<file path="src/lwe_pkg.sv">
// shared constants, codes and control structs for lwe_decrypt
// no dependencies
package lwe_pkg;

  localparam int KEY_LENGTH_DEF = 512;
  localparam int KEY_CMP_W      = 13;
  localparam int ACTION_W       = 2;
  localparam int POS_W          = 9;
  localparam int DATA_W         = 32;
  localparam int PMOD_W         = 16;
  localparam int PT_W           = 16;
  localparam int IN_TDATA_W     = 48;
  localparam int OUT_TDATA_W    = 16;
  localparam int DIV_W          = 65;
  localparam int STEP_W         = 7;

  localparam logic [DATA_W-1:0] CMOD_RST = 32'd1024;
  localparam logic [PMOD_W-1:0] PMOD_RST = 16'd4;

  localparam logic [ACTION_W-1:0] ACT_LOAD = 2'd0;
  localparam logic [ACTION_W-1:0] ACT_MASK = 2'd1;
  localparam logic [ACTION_W-1:0] ACT_BODY = 2'd2;

  localparam logic CFG_CMOD = 1'b0;
  localparam logic CFG_PMOD = 1'b1;

  localparam logic [STEP_W-1:0] STEPS_MAC  = 7'd65;
  localparam logic [STEP_W-1:0] STEPS_ACC  = 7'd32;
  localparam logic [STEP_W-1:0] STEPS_OFF  = 7'd32;
  localparam logic [STEP_W-1:0] STEPS_BODY = 7'd35;
  localparam logic [STEP_W-1:0] STEPS_FIN  = 7'd48;

  typedef enum logic [2:0] {
    DIV_MAC,
    DIV_ACC,
    DIV_OFF,
    DIV_BODY,
    DIV_FIN
  } div_sel_t;

  typedef struct packed {
    logic     val_ld;
    logic     key_wr;
    logic     key_rd;
    logic     mul_ld;
    logic     mul_fin;
    logic     div_start;
    div_sel_t div_sel;
    logic     acc_ld;
    logic     acc_clr;
    logic     accr_ld;
    logic     off_ld;
    logic     off_clr;
    logic     res_ld;
    logic     res_zero;
  } lwe_cmd_t;

  typedef struct packed {
    logic pos_ok;
    logic q_ok;
    logic p_nz;
    logic div_busy;
  } lwe_stat_t;

endpackage

</file>
<file path="src/lwe_ctrl.sv">
// controller: sequences key loads, mask accumulation and the body steps
// depends on lwe_pkg
module lwe_ctrl
  import lwe_pkg::*;
(
  input  logic                clk,
  input  logic                rst_n,
  input  logic                in_tvalid,
  input  logic [ACTION_W-1:0] in_action,
  output logic                in_tready,
  output logic                out_tvalid,
  input  logic                out_tready,
  input  lwe_stat_t           stat,
  output lwe_cmd_t            cmd
);

  typedef enum logic [12:0] {
    S_IDLE  = 13'b0000000000001,
    S_KEY   = 13'b0000000000010,
    S_MAC   = 13'b0000000000100,
    S_MACW  = 13'b0000000001000,
    S_BACC  = 13'b0000000010000,
    S_BACCW = 13'b0000000100000,
    S_BOFF  = 13'b0000001000000,
    S_BOFFW = 13'b0000010000000,
    S_BSUM  = 13'b0000100000000,
    S_BSUMW = 13'b0001000000000,
    S_BFIN  = 13'b0010000000000,
    S_BFINW = 13'b0100000000000,
    S_BOUT  = 13'b1000000000000
  } state_t;

  state_t state_r, state_nxt;
  logic   out_valid_r, out_valid_nxt;

  always_comb begin
    cmd       = '0;
    state_nxt = state_r;
    unique case (state_r)
      S_IDLE: begin
        if (in_tvalid) begin
          cmd.val_ld = 1'b1;
          priority if (in_action == ACT_LOAD) begin
            cmd.key_wr = stat.pos_ok;
          end else if (in_action == ACT_MASK) begin
            if (stat.pos_ok && stat.q_ok) begin
              cmd.key_rd = 1'b1;
              state_nxt  = S_KEY;
            end
          end else if (in_action == ACT_BODY) begin
            state_nxt = stat.q_ok ? S_BACC : S_BOUT;
          end
        end
      end
      S_KEY: begin
        cmd.mul_ld = 1'b1;
        state_nxt  = S_MAC;
      end
      S_MAC: begin
        cmd.div_start = 1'b1;
        cmd.div_sel   = DIV_MAC;
        state_nxt     = S_MACW;
      end
      S_MACW: begin
        if (!stat.div_busy) begin
          cmd.acc_ld = 1'b1;
          state_nxt  = S_IDLE;
        end
      end
      S_BACC: begin
        cmd.div_start = 1'b1;
        cmd.div_sel   = DIV_ACC;
        state_nxt     = S_BACCW;
      end
      S_BACCW: begin
        if (!stat.div_busy) begin
          cmd.accr_ld = 1'b1;
          cmd.off_clr = !stat.p_nz;
          state_nxt   = stat.p_nz ? S_BOFF : S_BSUM;
        end
      end
      S_BOFF: begin
        cmd.div_start = 1'b1;
        cmd.div_sel   = DIV_OFF;
        state_nxt     = S_BOFFW;
      end
      S_BOFFW: begin
        if (!stat.div_busy) begin
          cmd.off_ld = 1'b1;
          state_nxt  = S_BSUM;
        end
      end
      S_BSUM: begin
        cmd.div_start = 1'b1;
        cmd.div_sel   = DIV_BODY;
        state_nxt     = S_BSUMW;
      end
      S_BSUMW: begin
        if (!stat.div_busy) begin
          cmd.mul_ld  = 1'b1;
          cmd.mul_fin = 1'b1;
          state_nxt   = S_BFIN;
        end
      end
      S_BFIN: begin
        cmd.div_start = 1'b1;
        cmd.div_sel   = DIV_FIN;
        state_nxt     = S_BFINW;
      end
      S_BFINW: begin
        if (!stat.div_busy) begin
          state_nxt = S_BOUT;
        end
      end
      S_BOUT: begin
        if (!out_valid_r || out_tready) begin
          cmd.res_ld   = 1'b1;
          cmd.res_zero = !stat.q_ok;
          cmd.acc_clr  = 1'b1;
          state_nxt    = S_IDLE;
        end
      end
      default: begin
        state_nxt = S_IDLE;
      end
    endcase
  end

  always_comb begin
    out_valid_nxt = out_valid_r;
    if (cmd.res_ld) begin
      out_valid_nxt = 1'b1;
    end else if (out_tready) begin
      out_valid_nxt = 1'b0;
    end
  end

  always_ff @(posedge clk) begin
    if (!rst_n) begin
      state_r     <= S_IDLE;
      out_valid_r <= 1'b0;
    end else begin
      state_r     <= state_nxt;
      out_valid_r <= out_valid_nxt;
    end
  end

  assign in_tready  = (state_r == S_IDLE);
  assign out_tvalid = out_valid_r;

endmodule

</file>
<file path="config.mk">
export PLATFORM = sky130hd
export DESIGN_NAME = lwe_ctrl
export DESIGN_NICKNAME = d
export VERILOG_FILES = /design/src/lwe_pkg.sv /design/src/lwe_ctrl.sv
export SDC_FILE = /design/constraint.sdc
export NUM_CORES = 1
export LEC_CHECK = 0
export ABC_CLOCK_PERIOD_IN_PS = 2650
export BUFFER_PORTS_ARGS = -buffer_cell sky130_fd_sc_hd__buf_2
export CAP_MARGIN = 20
export CORE_ASPECT_RATIO = 1.4
export CORE_MARGIN = 4
export CORE_UTILIZATION = 51
export CTS_CLUSTER_DIAMETER = 150
export DETAILED_ROUTE_END_ITERATION = 10
export GPL_TIMING_DRIVEN = 0
export MAX_ROUTING_LAYER = met4
export PLACE_DENSITY = 0.8
export SETUP_SLACK_MARGIN = 0.3
export SLEW_MARGIN = 20
export SYNTH_ARGS = -nofsm -noshare
export SYNTH_HDL_FRONTEND = slang
export SYNTH_SLANG_ARGS = --single-unit
export TNS_END_PERCENT = 50
</file>
<file path="constraint.sdc">
create_clock -name clk -period 2.65 [get_ports clk]
set_clock_uncertainty 0.2 [all_clocks]
set_input_delay 0.53 -clock clk [delete_from_list [all_inputs] [get_ports clk]]
set_output_delay 0.53 -clock clk [all_outputs]
set_load 0.05 [all_outputs]
</file>
# ---- After elaboration in Yosys (flattened, before gate mapping)
# Cells that the tools add are included.
dict set report totals {
  reg_bits 14
  wordCells 71
}
dict set report classes {
  n_reduce_logical 8
  mux 36
  eq_ne 25
}
# operator count
set ops {}
lappend ops {{13-bit one-hot mux with 13 select lines} 1}
lappend ops {{13-bit 2-to-1 mux} 12}
lappend ops {{4-bit one-hot mux with 5 select lines} 1}
lappend ops {{2-bit inequality test, second input constant} 8}
lappend ops {{1-bit 2-to-1 mux} 15}
lappend ops {{13-bit by 1-bit equality test with 1-bit output, second input constant} 1}
lappend ops {{13-bit by 10-bit equality test with 1-bit output, second input constant} 1}
lappend ops {{13-bit by 11-bit equality test with 1-bit output, second input constant} 1}
lappend ops {{13-bit by 12-bit equality test with 1-bit output, second input constant} 1}
lappend ops {{13-bit equality test, second input constant} 1}
lappend ops {{13-bit by 2-bit equality test with 1-bit output, second input constant} 1}
lappend ops {{13-bit by 3-bit equality test with 1-bit output, second input constant} 1}
lappend ops {{13-bit by 4-bit equality test with 1-bit output, second input constant} 1}
lappend ops {{13-bit by 5-bit equality test with 1-bit output, second input constant} 1}
lappend ops {{13-bit by 6-bit equality test with 1-bit output, second input constant} 1}
lappend ops {{13-bit by 7-bit equality test with 1-bit output, second input constant} 1}
lappend ops {{13-bit by 8-bit equality test with 1-bit output, second input constant} 1}
lappend ops {{13-bit by 9-bit equality test with 1-bit output, second input constant} 1}
lappend ops {{10-bit AND reduction} 1}
lappend ops {{9-bit 2-to-1 mux} 1}
lappend ops {{2-bit 2-to-1 mux} 3}
lappend ops {{3-bit 2-to-1 mux} 2}
lappend ops {{1-bit zero test} 3}
lappend ops {{3-bit by 1-bit inequality test with 1-bit output, second input constant} 1}
lappend ops {{other kinds (8)} 8}

# ---- Longest topological paths before layout
# Gate-level depths: netlist (run 1).
dict set report logic_depth {
  word_depth 6
  mapped_depth 7
  ltp_nobuf 6
}

# ---- Least setup slack after synthesis (run 1)
# OpenSTA, ideal clock, no wires.
dict set report synth_timing {
  kind {reg-to-output}
  start {register state_r[5]}
  end {output port cmd[14] (netlist name)}
  arrival_time_ns 3.178
  path_buffers 1
  path_stages_with_launch 8
  path_slack_ns -1.258
  required_time_ns 1.920
  cell_sequence {dfxtp_1 -> buf_4 -> nor4_4 -> and3_4 -> and3_1 -> and2_1 -> nand2_1 -> nor3_1}
}
# item line_no
set synth_lines {}
lappend synth_lines {{start, declared} lwe_ctrl.sv:33} ;# state_t state_r, state_nxt;
lappend synth_lines {{start signal, assigned} lwe_ctrl.sv:143} ;# state_r <= state_nxt;
lappend synth_lines {{end, declared} lwe_ctrl.sv:14} ;# output lwe_cmd_t cmd

==> results.md, run 1 <==
* Worst VDD drop at ~0.00034 V
* Worst-Skew Late Latency at 300 ps
* Total track usage at 31.53%
* Wire per inst at between 20 and 25 um
* Vias in the first global route at 1257
* Total congestion overflow at 0
* WL final at ~4200 um
* CP Cell Sequence: buf_6, or4_4, nor3_4, nand3_2, nor2_2, buf_4, buf_8
* Pin count of the biggest net entering global routing at 11
* CP max stage cell: or4_4
* Achievable Freq at approximately 340 MHz
* CTS max path bufs at 2
* CTS clk-pin slew, worst paths at roughly 90 ps
* Tcrit/Tclk final at 109.8%
* ANT nets after route at 0
* DRC Markers at 0
* RSZ-0062 raised after global routing: yes
* Post-synthesis register bit count at 14
* Leakage at around 0.74 nW
* Post-synth EDFFs at 0
* Syn nets at between 100 and 150
* Initial antenna violation count at 0
* CTS tree: yes
* Core Area at ~1900 um^2
* Final Max Slew Viols at 0
* Die Ht at ~62 um
* Critical path class: register to primary output
* Status: finished, violations left
* Drt pass-1 iters at 4
* # setup viols final at 12
* Area Overhead vs Synth at 67.78%
* CP Max Fanout at 4
* Setup TNS at -1747 ps
* Post-synthesis cell count at about 130
* Die X at around 46 um
* R2r setup slk at ~120 ps
* Most used DFF post-synth: dfxtp_1
* H-Tree Depth at 1
* Synth unique cells at 49
* Failing checks: setup timing
* Startpoint Class: register
* Max-cap violations at 0
* Tightest Pin Transition at approximately 480 ps
* GPL Wtd Cong at roughly 0.9
* CP endpoint kind: primary output
* CP arrival at between 2000 and 2500 ps
* DR iter-0 viols at 55
* Global-route wire length before repair at 6030 um
* CP max stage delay at 550 ps
* Post-layout min period at roughly 2900 ps
* Tot Pwr at 0.9155 mW
* FP Rows at 19
* Vias post-DR at 1306
* IO buf count at 26
* Seq/Total Area, Yosys at between 20% and 30%
* Post-synthesis cell area at ~1000 um^2
* # diodes at 0
* Via density at 6.596
* Pre-CTS setup slack at -68.24 ps
* Total die area at between 2000 and 3000 um^2
* Post-synth ARST share at 0%
* CTS Buf Count at 3
* P per Cell Area at ~520 nW/um^2
* Root Driver: clkbuf_4
* Mean Syn Cell Area at slightly above 8 um^2
* Final worst slack at -258.7 ps
* HPWL Detailed at between 2000 and 2500 um
* Worst min path class: primary input to register
* Data required, critical path at around 1900 ps
* Share of layout cells above drive strength 1 at roughly three fifths
* Slew margin rel. at roughly two thirds
* Ys Warns at 0
* Number of nets in the layout at 188
* Num Clock Sinks at 14
* Starting Density at between 50 and 60%
* Final Hold Vio Count at 0
* Io pins at 28
## stage by stage
stage / cell area [um^2] / util (%) / hold slack, ps / cells
final: 1753 / 89.92 / 325.4 / 198
after global routing: 1753 / 89.92 / 331.9 / 198
after CTS: 1669 / 85.62 / 344.4 / 193
after detailed placement: 1311 / 67.27 / 369.6 / 173
after global placement: 1311 / 67.27 / 368.7 / 173
after floorplan: 1155 / - / 343.3 / 126
## final timing paths
check,startpoint,endpoint,cells after the start
min,stat[1],state_r[6]$_SDFFE_PN0P_,2
max reg2reg,state_r[4]$_SDFFE_PN0P_,state_r[1]$_SDFFE_PN0P_,9
max,state_r[5]$_SDFFE_PN0P_,cmd[1],7
min reg2reg,state_r[5]$_SDFFE_PN0P_,state_r[5]$_SDFFE_PN0P_,3
## kinds of logic (layout without fill, tap and decap cells)
group	after synthesis	count (layout)	share of synthesized area [%]
AND/OR/NAND/NOR	77	77	48.50
XOR/XNOR	3	3	2.515
buffers and inverters	11	62	5.867
AO/OA/AOI/OAI	21	21	16.29
flip-flops	14	14	26.83
## Yosys cell counts, types with 2 or more instances
library cell / count / area, um^2
a21boi_0: 3 / 22.52
a21oi_1: 4 / 20.02
a31oi_1: 2 / 12.51
and2_4: 2 / 17.52
and3_1: 3 / 18.77
and4_1: 2 / 17.52
and4b_1: 3 / 30.03
buf_4: 3 / 22.52
dfxtp_1: 14 / 280.3
inv_1: 5 / 18.77
nand2_1: 9 / 33.78
nand3_1: 4 / 20.02
nand3b_1: 2 / 15.01
nand4_1: 2 / 12.51
nor2_1: 13 / 48.80
nor2b_1: 5 / 31.28
nor3_1: 7 / 35.03
nor3_2: 2 / 20.02
nor3b_1: 3 / 22.52
nor4_1: 3 / 18.77
nor4b_1: 2 / 17.52
o21a_1: 4 / 30.03
or4_1: 2 / 15.01
xor2_1: 2 / 17.52
## where the power goes
part | switching (mW) | internal (mW) | total [mW] | leakage, nW
Sequential | 0.0182 | 0.220 | 0.239 | 0.117
Combinational | 0.283 | 0.228 | 0.511 | 0.605
Clock | 0.0820 | 0.0840 | 0.166 | 0.0210
## sequential cells by signal, summed over array words and instances (netlist names)
name        cells
state_r        13
out_tvalid      1
## worst max-delay path, delay by kind of cell, from the launching register on
family,cells,cell delay (ps)
flip-flops,1,320
buffers and inverters,3,390
AND/OR/NAND/NOR,4,1160
## placed cells by master, fill, tap and decap left out, types with 3 or more instances in the layout
master    netlist  routed
a21boi_0        3       3
a21oi_1         4       4
and2_4          2       3
and4b_1         3       3
buf_2           1      10
buf_4           3      22
buf_6           1      12
buf_8           0       8
clkbuf_4        0       3
dfxtp_1        14       7
dfxtp_2         0       6
inv_1           5       5
nand2_1         9       5
nor2_1         13       6
nor2_2          1       4
nor2_4          1       5
nor2b_1         5       4
nor3_4          0       7
nor3b_1         3       3
o21a_1          4       4
## metal layers
layer | GRT usage [%] | part of all wire, %
met1 | 30.91 | 33
met2 | 52.76 | 53
met3 | 5.556 | 7.6
met4 | 25.20 | 6.3
met5 | - | 0
## layout make-up
cell class / count / area [um^2]
buffer: 6 / 46.29
clock buffer: 4 / 36.28
sequential: 14 / 291.5
inverter: 5 / 18.77
multi-input combinational: 101 / 905.9
timing repair buffer: 47 / 427.9
tap: 21 / 26.28
fill: 79 / 196.4
## what timing repair did
action,CTS,global route
gates resized for setup,58,14
hold buffers,0,0
gates cloned,0,0
pin swaps,17,5
endpoints found under the hold margin,0,0
setup endpoints to repair,25,30
buffers inserted,16,5
Power figures use the tool's default switching activity.
==> run 2, diff against run 1 <==
RECOVER_POWER = 100   (was not set)
==> results.md, run 2 (synthesis gave the netlist of run 1 again) <==
* Crit Reg-Reg Startpoint: state_r[4]$_SDFFE_PN0P_
* Post-layout min period at 2895 ps
* Initial antenna violation count at 0
* Cts hold-fix bufs at 0
* Area Overhead vs Synth at 67.66%
* Worst-Skew Late Latency at approximately 300 ps
* Vias in the first global route at between 1000 and 1500
* Tightest Pin Transition at approximately 600 ps
* DR iter-0 viols at 64
* Share of layout cells above drive strength 1 at a little under 60%
* # diodes at 0
* Slew margin rel. at approximately three fifths
* Die Ht at between 60 and 70 um
* Worst min path class: primary input to register
* Final worst slack at -245.5 ps
* CP Max Fanout at 4
* Multi-input logic area at between 900 and 1000 um^2
* Setup TNS at -1754 ps
* CP endpoint kind: primary output
* IO buf count at 26
* Startpoint Class: register
* Most common cell after layout, fill and taps aside: buf_4
* RSZ-0062 raised after global routing: yes
* Total die area at about 2800 um^2
* Via density at 6.652
* # setup viols final at 12
* Drt pass-1 iters at 4
* Root Driver: clkbuf_4
* Status: finished, violations left
* Final Hold Vio Count at 0
* ANT nets after route at 0
* Tcrit/Tclk final at 109.3%
* HPWL Detailed at between 2000 and 2500 um
* Pre-CTS setup slack at -68.24 ps
* Total track usage at between 30% and 40%
* Reg area at 291.5 um^2
* FP Rows at 19
* Failing checks: setup timing
* CP arrival at about 2200 ps
* Final Max Slew Viols at 0
* CTS tree: yes
* Total congestion overflow at 0
* CTS Buf Count at 3
* Starting Density at between 50% and 60%
* Core Area at ~1900 um^2
* CTS max path bufs at 2
* CP Launch Point: state_r[5]$_SDFFE_PN0P_
* Global-route wire length before repair at ~6000 um
* CTS clk-pin slew, worst paths at 90 ps
* Die X at about 46 um
* Largest Register: state_r
* WL final at 4161 um
* Wire per inst at 21.02 um
* Fill count at 80
* Worst VDD drop at ~0.00034 V
* Critical path class: register to primary output
* Leakage at 0.7383 nW
* Num Clock Sinks at 14
* Min-delay src: stat[1]
* P per Cell Area at between 500 and 600 nW/um^2
* Pin count of the biggest net entering global routing at 11
* Largest register FFs at 13
* Achievable Freq at 345.4 MHz
* GPL Wtd Cong at 0.8965
* Data required, critical path at about 1900 ps
* DRC Markers at 0
* Vias post-DR at 1317
* Io pins at 28
* H-Tree Depth at 1
* Number of nets in the layout at ~190
* Max-cap violations at 0
* Commonest non-fill, non-tap cells in the layout: buf_4 (22), buf_6 (12), buf_2 (9), buf_8 (8)
[run 2: changes by cell type in the layout (fill, tap and decap cells not counted)]
cell / delta
buf_2: -1
clkbuf_1: +1
[run 2: final cells by class]
cell class              count  share of cell area, %
multi-input cells         101                  51.71
repair buffers             47                  24.36
flip-flops and latches     14                  16.64
plain buffers               6                  2.643
clock buffers               4                  2.071
well taps                  21                  1.500
inverters                   5                  1.071
[run 2: where the power goes]
group	internal, mW	switching (mW)	leakage (nW)	total (mW)
logic	0.228	0.284	0.600	0.512
clock network	0.0840	0.0814	0.0210	0.165
registers	0.220	0.0180	0.117	0.238
[run 2: final timing paths]
check,endpoint,slack (ps),depth (start not counted)
worst min register to register,state_r[10]$_SDFFE_PN0P_,460,2
worst max register to register,state_r[1]$_SDFFE_PN0P_,140,9
worst max-delay path,cmd[1],-250,7
worst min-delay path,state_r[6]$_SDFFE_PN0P_,330,2
[run 2: critical path, stage by stage, from the launching register on]
cell and delay (ps):
dfxtp_2 320, buf_6 120, or4_4 560, nor3_4 230, nand3_2 180, nor2_2 190, buf_4 140, buf_8 130
[run 2: routing by layer]
layer	GRT usage (%)	routed length, um	vias to the layer above
li1	-	-	570
met5	-	0	-
met1	30.91	1366	607
met2	52.76	2184	107
met3	5.556	314	33
met4	25.20	297	0
[run 2: through the flow]
stage	utilization [%]	hold slack (ps)	instance area, um^2	total power, mW	instances
final	89.86	325.9	1752	0.9157	198
after floorplan	-	343.3	1155	0.5100	126
after global routing	89.86	331.9	1752	0.9484	198
after global placement	67.27	368.7	1311	0.5788	173
after CTS	85.62	344.4	1669	0.8540	193
after detailed placement	67.27	369.6	1311	0.5864	173
[run 2: what timing repair did]
action,4_1_cts,5_1_grt
gates cloned,0,0
pin swaps,17,5
gates resized for setup,58,14
setup buffers,16,5
setup endpoints to repair,25,30
